**config.mk**
```make
export PLATFORM = sky130hd
export DESIGN_NAME = rpy_cell
export DESIGN_NICKNAME = d
export VERILOG_FILES = /design/src/rtl/rpy_pkg.sv /design/src/rtl/rpy_cell.sv
export SDC_FILE = /design/constraint.sdc
export NUM_CORES = 1
export LEC_CHECK = 0
export ABC_CLOCK_PERIOD_IN_PS = 4200
export BUFFER_PORTS_ARGS = -buffer_cell sky130_fd_sc_hd__buf_4
export CELL_PAD_IN_SITES_DETAIL_PLACEMENT = 1
export CELL_PAD_IN_SITES_GLOBAL_PLACEMENT = 1
export CORE_UTILIZATION = 43
export CTS_CLUSTER_DIAMETER = 150
export DETAILED_ROUTE_END_ITERATION = 8
export PLACE_DENSITY_LB_ADDON = 0.1
export SKIP_LAST_GASP = 1
export SLEW_MARGIN = 20
export SYNTH_ARGS = -nofsm -noshare
export SYNTH_HDL_FRONTEND = slang
export SYNTH_SLANG_ARGS = --single-unit
```
**constraint.sdc**
```tcl
create_clock -name i_clk -period 4.2 [get_ports i_clk]
set_clock_uncertainty 0.05 [all_clocks]
set_input_delay 0.21 -clock i_clk [delete_from_list [all_inputs] [get_ports i_clk]]
set_output_delay 0.21 -clock i_clk [all_outputs]
set_load 0.02 [all_outputs]
```
**src/rtl/rpy_pkg.sv**
```systemverilog
package rpy_pkg;

    localparam int FRAC      = 30;
    localparam int TABLE_LEN = 30;
    localparam int DW        = 34;   // CORDIC datapath width, Q1.30 plus guard
    localparam int ZW        = 34;   // angle datapath width

    localparam logic signed [DW-1:0] GAIN_Q30    = 34'sd652032874;
    localparam logic signed [ZW-1:0] PI_Q30      = 34'sd3373259426;
    localparam logic signed [ZW-1:0] HALF_PI_Q30 = 34'sd1686629713;

    // atan(2^-i) in Q.30
    function automatic logic signed [ZW-1:0] atan_q30(input int idx);
        logic signed [ZW-1:0] v;
        begin
            v = '0;
            unique case (idx)
                0:  v = 34'sd843314856;
                1:  v = 34'sd497837829;
                2:  v = 34'sd263043836;
                3:  v = 34'sd133525158;
                4:  v = 34'sd67021686;
                5:  v = 34'sd33543515;
                6:  v = 34'sd16775850;
                7:  v = 34'sd8388437;
                8:  v = 34'sd4194282;
                9:  v = 34'sd2097149;
                10: v = 34'sd1048575;
                11: v = 34'sd524287;
                12: v = 34'sd262143;
                13: v = 34'sd131071;
                14: v = 34'sd65535;
                15: v = 34'sd32767;
                16: v = 34'sd16383;
                17: v = 34'sd8191;
                18: v = 34'sd4095;
                19: v = 34'sd2047;
                20: v = 34'sd1023;
                21: v = 34'sd511;
                22: v = 34'sd255;
                23: v = 34'sd127;
                24: v = 34'sd63;
                25: v = 34'sd31;
                26: v = 34'sd15;
                27: v = 34'sd7;
                28: v = 34'sd3;
                29: v = 34'sd1;
                default: v = '0;
            endcase
            return v;
        end
    endfunction

    // one CORDIC lane's data as it moves from cell to cell
    typedef struct packed {
        logic signed [DW-1:0] x;
        logic signed [DW-1:0] y;
        logic signed [ZW-1:0] z;
        logic                 neg;
    } t_lane;

endpackage

```
**src/rtl/rpy_cell.sv**
```systemverilog
// One CORDIC micro-rotation for the three angle lanes.
module rpy_cell #(
    parameter int SHIFT = 0
) (
    input  logic                 i_clk,
    input  logic                 i_en,
    input  rpy_pkg::t_lane [2:0] i_lane,
    output rpy_pkg::t_lane [2:0] o_lane
);
    import rpy_pkg::*;

    t_lane [2:0] n_lane;
    t_lane [2:0] r_lane;

    // rotate each lane toward zero residual angle
    always_comb begin
        for (int k = 0; k < 3; k++) begin
            n_lane[k].neg = i_lane[k].neg;
            if (!i_lane[k].z[ZW-1]) begin
                n_lane[k].x = i_lane[k].x - (i_lane[k].y >>> SHIFT);
                n_lane[k].y = i_lane[k].y + (i_lane[k].x >>> SHIFT);
                n_lane[k].z = i_lane[k].z - atan_q30(SHIFT);
            end else begin
                n_lane[k].x = i_lane[k].x + (i_lane[k].y >>> SHIFT);
                n_lane[k].y = i_lane[k].y - (i_lane[k].x >>> SHIFT);
                n_lane[k].z = i_lane[k].z + atan_q30(SHIFT);
            end
        end
    end

    // advance when the pipe moves
    always_ff @(posedge i_clk) begin
        if (i_en) begin
            r_lane <= n_lane;
        end
    end

    assign o_lane = r_lane;
endmodule

```
==> summary.md, run 1 <==
The flow ran to the end, and the final reports show no timing, DRC or antenna violations. The startpoint class of the critical path is an input port. For the hold buffer count at CTS, the log shows 22.

The logs give 0 for the number of setup violations in the final report and 33.3% for the global-route usage over all layers. The proportion of layout cells with a drive suffix above 1 was 18.8%; the maximum net fanout on the critical path was 3. The floorplan step set the die width to 268 um. For the pin with the worst max-slew slack, the measured transition is 1.08 ns.

For the maximum number of pins on one net before global-route repair, the log shows 105. The routed length per placed instance works out to 24.1 um. In this run the static leakage power is 17.1 nW. The power per unit of standard cell area works out to 358 mW/mm^2. Setup repair after global routing left no endpoint under its margin. The peak ir drop on the vdd network came out at 425 uV. The routed layout has 30.2k vias. In this run the tightest slew margin relative to its limit is 28.2%. In this run the clock root is driven by a sky130_fd_sc_hd__clkbuf_16. TritonCTS built the clock tree.

Core area: 0.0701 mm^2. The worst hold-check path type is input port to flop. Before CTS, the worst setup slack after placement is -0.0740 ns.

Clock tree synthesis found a total of 306 sinks. Yosys mapped a number of flops with a built-in enable equal to 306. The most instantiated library cell after synthesis was sky130_fd_sc_hd__a21oi_1.

The register clock-pin slew on the reported worst setup and hold paths works out to 0.06 ns. At the end of routability-driven placement, the weighted congestion stood at 0.962. In this run the vertical extent of the chip is 268 um.

The first global-routing pass estimated 184000 um of wire. sky130_fd_sc_hd__edfxtp_1 takes more of the synthesized area than any other cell. The synthesized netlist devotes 25.7% of its cell area to compound gates. For this run, the top clock speed supported by timing is 0.254 GHz.

Along the worst hold path, the cell count comes to 3. The tools report the warning count from the yosys run as 0. Final wirelength: 125000 um. Walking the worst path, the cells encountered are dlygate4sd3_1, buf_4, inv_1, ha_1, fa_1, nor2b_1, o21ai_0, a211o_1, a32oi_1, a31oi_1, o211a_1, a311oi_1, a2111o_1, o21ai_0, xnor2_1. The startpoint identified for the worst hold timing path is i_lane[69]. In the synthesized netlist the async set-or-reset flop fraction comes to 0%. Once detail routing completed, the nets flagged for antenna violations numbered 0. The tools report the floorplan die area as 0.0720 mm^2. By count the netlist is led by sky130_fd_sc_hd__a21oi_1, sky130_fd_sc_hd__ha_1, sky130_fd_sc_hd__inv_1. Across the run, the number of max-cap violations was 0. From synthesis to final layout, the design area changed by 24.6%. In the post-synthesis netlist, the biggest area contributors are sky130_fd_sc_hd__edfxtp_1, sky130_fd_sc_hd__ha_1, sky130_fd_sc_hd__a21oi_1, sky130_fd_sc_hd__xnor2_1, sky130_fd_sc_hd__inv_1. The largest single stage delay on the critical path is 0.66 ns. The dominant synthesized flop cell was sky130_fd_sc_hd__edfxtp_1. The number of flip-flops and latches in the synthesized netlist came out at 306. The count of buffers added by post-CTS timing repair for setup came out at 0. The number of hold violations in the final report is 0. The synthesized netlist devotes 12.3% of its cell area to simple gates.

The logs give 43.5% for the initial standard-cell utilization of the core and 3555 for the instance count of the mapped netlist. The data arrival at the endpoint of the critical path was 4.22 ns; the number of flip-flops in the largest register was 306. Buffers inserted during clock tree synthesis total 42. The clock passes through at most 3 buffers.

Kind of critical path: input port to flop. The post-layout net count is 4888, and the per-instance average area after synthesis is 8.58 um^2. Of the available clock period, the critical path in the final layout requires 93.8%.

Of the total synthesized cell area, the portion taken by XOR and XNOR cells is 7.73%. Gates resized during post-CTS repair numbered 0. The first detailed-routing pass ran for 7 iterations. The tools report the I/O pin total as 620. The endpoint class of the critical path was a flop. The wire-length estimate of the detail-placed layout is 98700 um. Cells fill 54.2% of the core in the end. Setup slack closes at 0.260 ns. The largest family of logic cells by synthesized area was compound AO/OA/AOI/OAI gates. After Yosys synthesis, full adders, half adders and majority gates account for 16.5% of the synthesized area. The sequential-to-total area share from yosys stat is 30.1%, and the count of input and output buffers is 619.

The data required time at the worst endpoint is 4.48 ns. Counting I/O delays and the setup requirement, the final critical path takes 3.94 ns. The total overflow left after global routing is 0.

After the first detailed-routing iteration, the DRC count stood at 2117. Row generation in the floorplan step produced 97 rows. On the critical path, the stage with the largest delay is an instance of sky130_fd_sc_hd__a311oi_1.

Synthesis instantiated 86 different standard cells from the library. The number of filler instances in the final layout was 8506; the final-report max-slew violation count was 0. The area share of the largest cell type after synthesis is 30.1%, and the synthesized area is 0.0305 mm^2.

For the number of antenna violations at the first check in global routing, the log shows 25. The cell seen most often among critical-path stages was sky130_fd_sc_hd__o21ai_0. Using the TritonRoute via totals, the vias-per-cell ratio works out to 5.85. The run gives 30.8k as the number of global-route vias before repair. The DRC violation count after routing is 0. The H-tree generated during clock tree synthesis spans 2 levels. Synthesis produced a netlist with a net count of 4262. For hold timing, the worst endpoint is o_lane[35].

The multiplexer share of the synthesized area was 1.45%.
report_power, final:
part,switching (W),internal [W],total [W]
Sequential,0.000217,0.00406,0.00427
Combinational,0.00344,0.00216,0.00560
Clock,0.00154,0.00218,0.00372
Total,0.00520,0.00840,0.0136
per-layer routing:
layer  GRT usage (%)  up-vias  share of wire (%)
met5               0        -              0.092
met4            15.1       18                4.5
met3            6.05      284                6.3
met2            56.0     1072                 48
met1            41.3    14800                 41
li1                -    14100                  -
logic make-up (layout without fill, tap and decap cells):
| family | Yosys count | count (layout) |
|---|---|---|
| and+or+nand+nor | 820 | 820 |
| other | 0 | 16 |
| muxes | 44 | 44 |
| DFF | 306 | 306 |
| buffers and inverters | 486 | 1144 |
| adders and majority gates | 396 | 396 |
| xor gates and xnor gates | 269 | 269 |
| AOI/OAI and AO/OA | 1234 | 1234 |
placed cells by master (no fill, tap or decap), types with 18 or more instances in the layout:
cell | netlist | layout
sky130_fd_sc_hd__buf_4 | 3 | 684
sky130_fd_sc_hd__a21oi_1 | 445 | 445
sky130_fd_sc_hd__ha_1 | 384 | 384
sky130_fd_sc_hd__inv_1 | 345 | 343
sky130_fd_sc_hd__nor2_1 | 336 | 336
sky130_fd_sc_hd__edfxtp_1 | 306 | 306
sky130_fd_sc_hd__o21ai_0 | 228 | 228
sky130_fd_sc_hd__xnor2_1 | 222 | 222
sky130_fd_sc_hd__nand2_1 | 166 | 166
sky130_fd_sc_hd__a21o_1 | 110 | 110
sky130_fd_sc_hd__o21bai_1 | 103 | 103
sky130_fd_sc_hd__nor3_1 | 70 | 70
sky130_fd_sc_hd__nand3_1 | 57 | 57
sky130_fd_sc_hd__xor2_1 | 47 | 47
sky130_fd_sc_hd__a31oi_1 | 45 | 45
sky130_fd_sc_hd__mux2i_1 | 43 | 43
sky130_fd_sc_hd__clkbuf_16 | 0 | 43
sky130_fd_sc_hd__a211oi_1 | 37 | 37
sky130_fd_sc_hd__o31ai_1 | 36 | 36
sky130_fd_sc_hd__nor2b_1 | 34 | 34
sky130_fd_sc_hd__o21a_1 | 33 | 33
sky130_fd_sc_hd__nand4_1 | 31 | 31
sky130_fd_sc_hd__nand2b_1 | 24 | 24
sky130_fd_sc_hd__or3_1 | 22 | 22
sky130_fd_sc_hd__dlygate4sd3_1 | 0 | 22
sky130_fd_sc_hd__a21boi_0 | 19 | 19
sky130_fd_sc_hd__o211ai_1 | 19 | 19
sky130_fd_sc_hd__nor4_1 | 18 | 18
critical path, delay by kind of cell:
family / cells / cell delay (ns)
AOI/OAI and AO/OA: 8 / 2.38
buffers and inverters: 3 / 0.72
adders and majority gates: 2 / 0.61
xor gates and xnor gates: 1 / 0.15
and+or+nand+nor: 1 / 0.13
worst max path at each step:
stage,startpoint,endpoint,slack (ns),cells past startpoint
final,i_lane[172],o_lane[202],0.26,15
after floorplan,i_lane[137],o_lane[136],0.55,13
after global routing,i_lane[172],o_lane[198],0.08,15
after global placement,i_lane[35],o_lane[65],-0.05,14
after CTS,i_lane[172],o_lane[202],0.44,15
after detailed placement,i_lane[35],o_lane[65],-0.07,14
cell type report:
| class | count | area [um^2] | share of cell area, % |
|---|---|---|---|
| clock inverter | 28 | 279 | 0.734 |
| inverter | 358 | 1340 | 3.54 |
| clock buffer | 48 | 1090 | 2.88 |
| sequential | 306 | 9190 | 24.2 |
| multi-input combinational | 2763 | 19400 | 51.2 |
| antenna | 16 | 40.0 | 0.105 |
| tap | 940 | 1180 | 3.10 |
| timing repair buffer | 710 | 5430 | 14.3 |
metrics by stage:
stage | std cells | cell area (um^2) | power [W] | hold WS [ns] | setup TNS, ns
2_1_floorplan | 3555 | 30500 | 0.00747 | 0.259 | 0
3_3_place_gp | 5055 | 36400 | 0.00972 | 0.338 | -0.0516
3_5_place_dp | 5055 | 36400 | 0.00980 | 0.339 | -0.0740
4_1_cts | 5153 | 38000 | 0.0136 | 0.0110 | 0
5_1_grt | 5169 | 38000 | 0.0141 | 0.0409 | 0
6_report | 5169 | 38000 | 0.0136 | 0.0375 | 0
(Power assumes the default switching activity.)
==> run 2, diff against run 1 <==
Settings changed: CTS_BUF_LIST set to sky130_fd_sc_hd__clkbuf_16.
==> summary.md, run 2 (synthesis results as in run 1) <==
For the number of clock sinks seen by CTS, the log shows 306 (unchanged). For the count of buffers added by post-CTS timing repair for setup, the log shows 0 (unchanged). Horizontal extent of the die: 268 um (unchanged). The worst setup path is captured at a flop. The post-layout net count is 4888 (unchanged). The tightest slew margin relative to the limit came out at 27.4% (-0.86 points). The run gives 0.962 (unchanged) as the final RePlAce weighted congestion. The final critical-path required period was 3.92 ns (-0.0206 ns).

The largest stage delay on the critical path was 0.65 ns (about the same). The number of flip-flops in the largest register came out at 306 (unchanged). The peak ir drop on the vdd network is 427 uV (+0.49%), and the count of input and output buffers is 619 (unchanged). The startpoint identified for the worst hold timing path is i_lane[69]. The data arrival at the endpoint of the critical path came out at 4.20 ns (-0.02 ns). The final wirelength came out at 125000 um (about the same). The run finished with clean final reports. The number of global-route vias before repair was 30.8k (+0.0032%). For the number of buffers added by the clock tree synthesis step, the log shows 42 (unchanged). Setup repair after global routing left no endpoint under its margin. The leading cell type in the layout, fill and taps excluded was sky130_fd_sc_hd__buf_4. The maximum number of pins on one net before global-route repair was 105 (unchanged).

The number of setup violations in the final report is 0 (unchanged). The initial standard-cell utilization of the core was 43.5% (unchanged); the DRC violation count after routing was 0 (unchanged). The floorplan die height works out to 268 um (unchanged). The cell seen most often among critical-path stages is sky130_fd_sc_hd__o21ai_0. The final-report max-slew violation count is 0 (unchanged).

For the global-route wire length before repair, the log shows 184000 um (unchanged). The tools report the final cell utilization of the core as 54.2% (unchanged). For the post-place setup slack, the log shows -0.0740 ns (unchanged).

The run gives 4.48 ns (about the same) as the data required time at the worst endpoint. CTS placed an instance of sky130_fd_sc_hd__clkbuf_16 at the clock tree root. The logs give 30.2k (-0.13%) for the total via count after detailed routing and 0.0194 mm^2 (unchanged) for the combined area of the multi-input logic cells. The smallest hold slack was 0.0372 ns (-0.000269 ns). The total global routing overflow was 0 (unchanged); the count of non-filler cells in the finished layout was 5169 (unchanged). The total power consumption of the routed design was 0.0136 W (about the same); the share of the cycle needed by the critical path after routing was 93.3% (-0.49 points).

The area added between synthesis and finish is 24.6% (unchanged). The standard-cell row count was 97 (unchanged); the power per unit of standard cell area was 358 mW/mm^2 (about the same). Tracing the worst setup path back leads to its startpoint at i_lane[172].

Traced cell by cell, the critical path runs through dlygate4sd3_1, buf_4, inv_1, ha_1, fa_1, nor2b_1, o21ai_0, a211o_1, a32oi_1, a31oi_1, o211a_1, a311oi_1, a2111o_1, o21ai_0, xnor2_1. The number of antenna violations at the first check in global routing is 25 (unchanged), and the register clock-pin slew on the reported worst setup and hold paths is 0.06 ns (about the same). Leakage power of the design: 17.1 nW (+0.12%). In the layout the commonest cells are sky130_fd_sc_hd__buf_4, sky130_fd_sc_hd__a21oi_1, sky130_fd_sc_hd__ha_1. The detailed placer's ending HPWL came out at 98700 um (unchanged).

The tools report the startpoint class of the critical path as an input port. The tools report the number of hold violations in the final report as 0 (unchanged). The slowest stage of the critical path belongs to the cell sky130_fd_sc_hd__a311oi_1. The maximum net fanout on the critical path was 3 (unchanged); the routed length per placed instance was 24.1 um (about the same). The core area is 0.0701 mm^2 (unchanged), and the number of nets with antenna violations after detailed routing is 0 (unchanged).

The I/O pin total is 620 (unchanged), and the proportion of layout cells with a drive suffix above 1 is 18.8% (unchanged). The peak clock frequency supported by timing is 0.255 GHz (+0.53%), and the storage element area is 0.00919 mm^2 (unchanged). Level count of the clock H-tree: 2 (unchanged). The number of instances in the placed design was 5055 (unchanged); the global-route usage over all layers was 33.3% (about the same). The run gives 2233 (+5.5%) as the DRC violation total after the first TritonRoute iteration. TritonCTS built the clock tree. The via count normalized by instance count came out at 5.84 (-0.13%).

Worst hold-check path type: input port to flop. The floorplan die area was 0.0720 mm^2 (unchanged). The worst setup path is of the input port to flop kind. For the count of max-cap constraint violations, the log shows 0 (unchanged). Number of iterations in the first detailed-routing pass: 5 (-2). The tools report the final setup slack of the worst path as 0.281 ns (+0.0206 ns).

The maximum buffer depth of the clock tree is 3 (unchanged), and the number of filler instances in the final layout is 8506 (unchanged). Actual slew at the worst max-slew pin: 1.09 ns (+0.0130 ns).
## run 2: routing by layer
metal	part of all wire (%)	track usage (%)
met3	6.4	6.05
met5	0.092	0
met2	48	56.0
met1	41	41.3
met4	4.4	15.1
## run 2: where the power goes
| part | internal [W] | leakage, nW | switching (W) |
|---|---|---|---|
| clock | 0.00217 | 0.691 | 0.00154 |
| combinational | 0.00216 | 13.4 | 0.00344 |
| sequential | 0.00406 | 3.00 | 0.000216 |
## run 2: cell type report
cell class              instances  share of cell area (%)
well taps                     940                    3.10
diodes                         16                   0.105
clock inverters                33                   0.784
flip-flops and latches        306                    24.2
multi-input cells            2763                    51.2
clock buffers                  43                    2.83
inverters                     358                    3.54
repair buffers                710                    14.3
## run 2: worst paths after layout
check / to / slack, ns / cells after the start
max: o_lane[202] / 0.28 / 15
min: o_lane[35] / 0.04 / 3
## run 2: repair_timing
action	4_1_cts	5_1_grt
hold buffers	22	0
hold endpoints to repair	22	0
gates resized for setup	0	0
## run 2: critical path, delay by kind of cell
family                     cells  cell delay (ns)
adders and majority gates      2             0.61
buffers and inverters          3             0.72
xor gates and xnor gates       1             0.15
AOI/OAI and AO/OA              8             2.36
and+or+nand+nor                1             0.13
## run 2: per-stage QoR
step	area, um^2	setup TNS (ns)
final	38000	0
after global routing	38000	0
after CTS	38000	0
after detailed placement	36400	-0.0740
after global placement	36400	-0.0516
after floorplan	30500	0
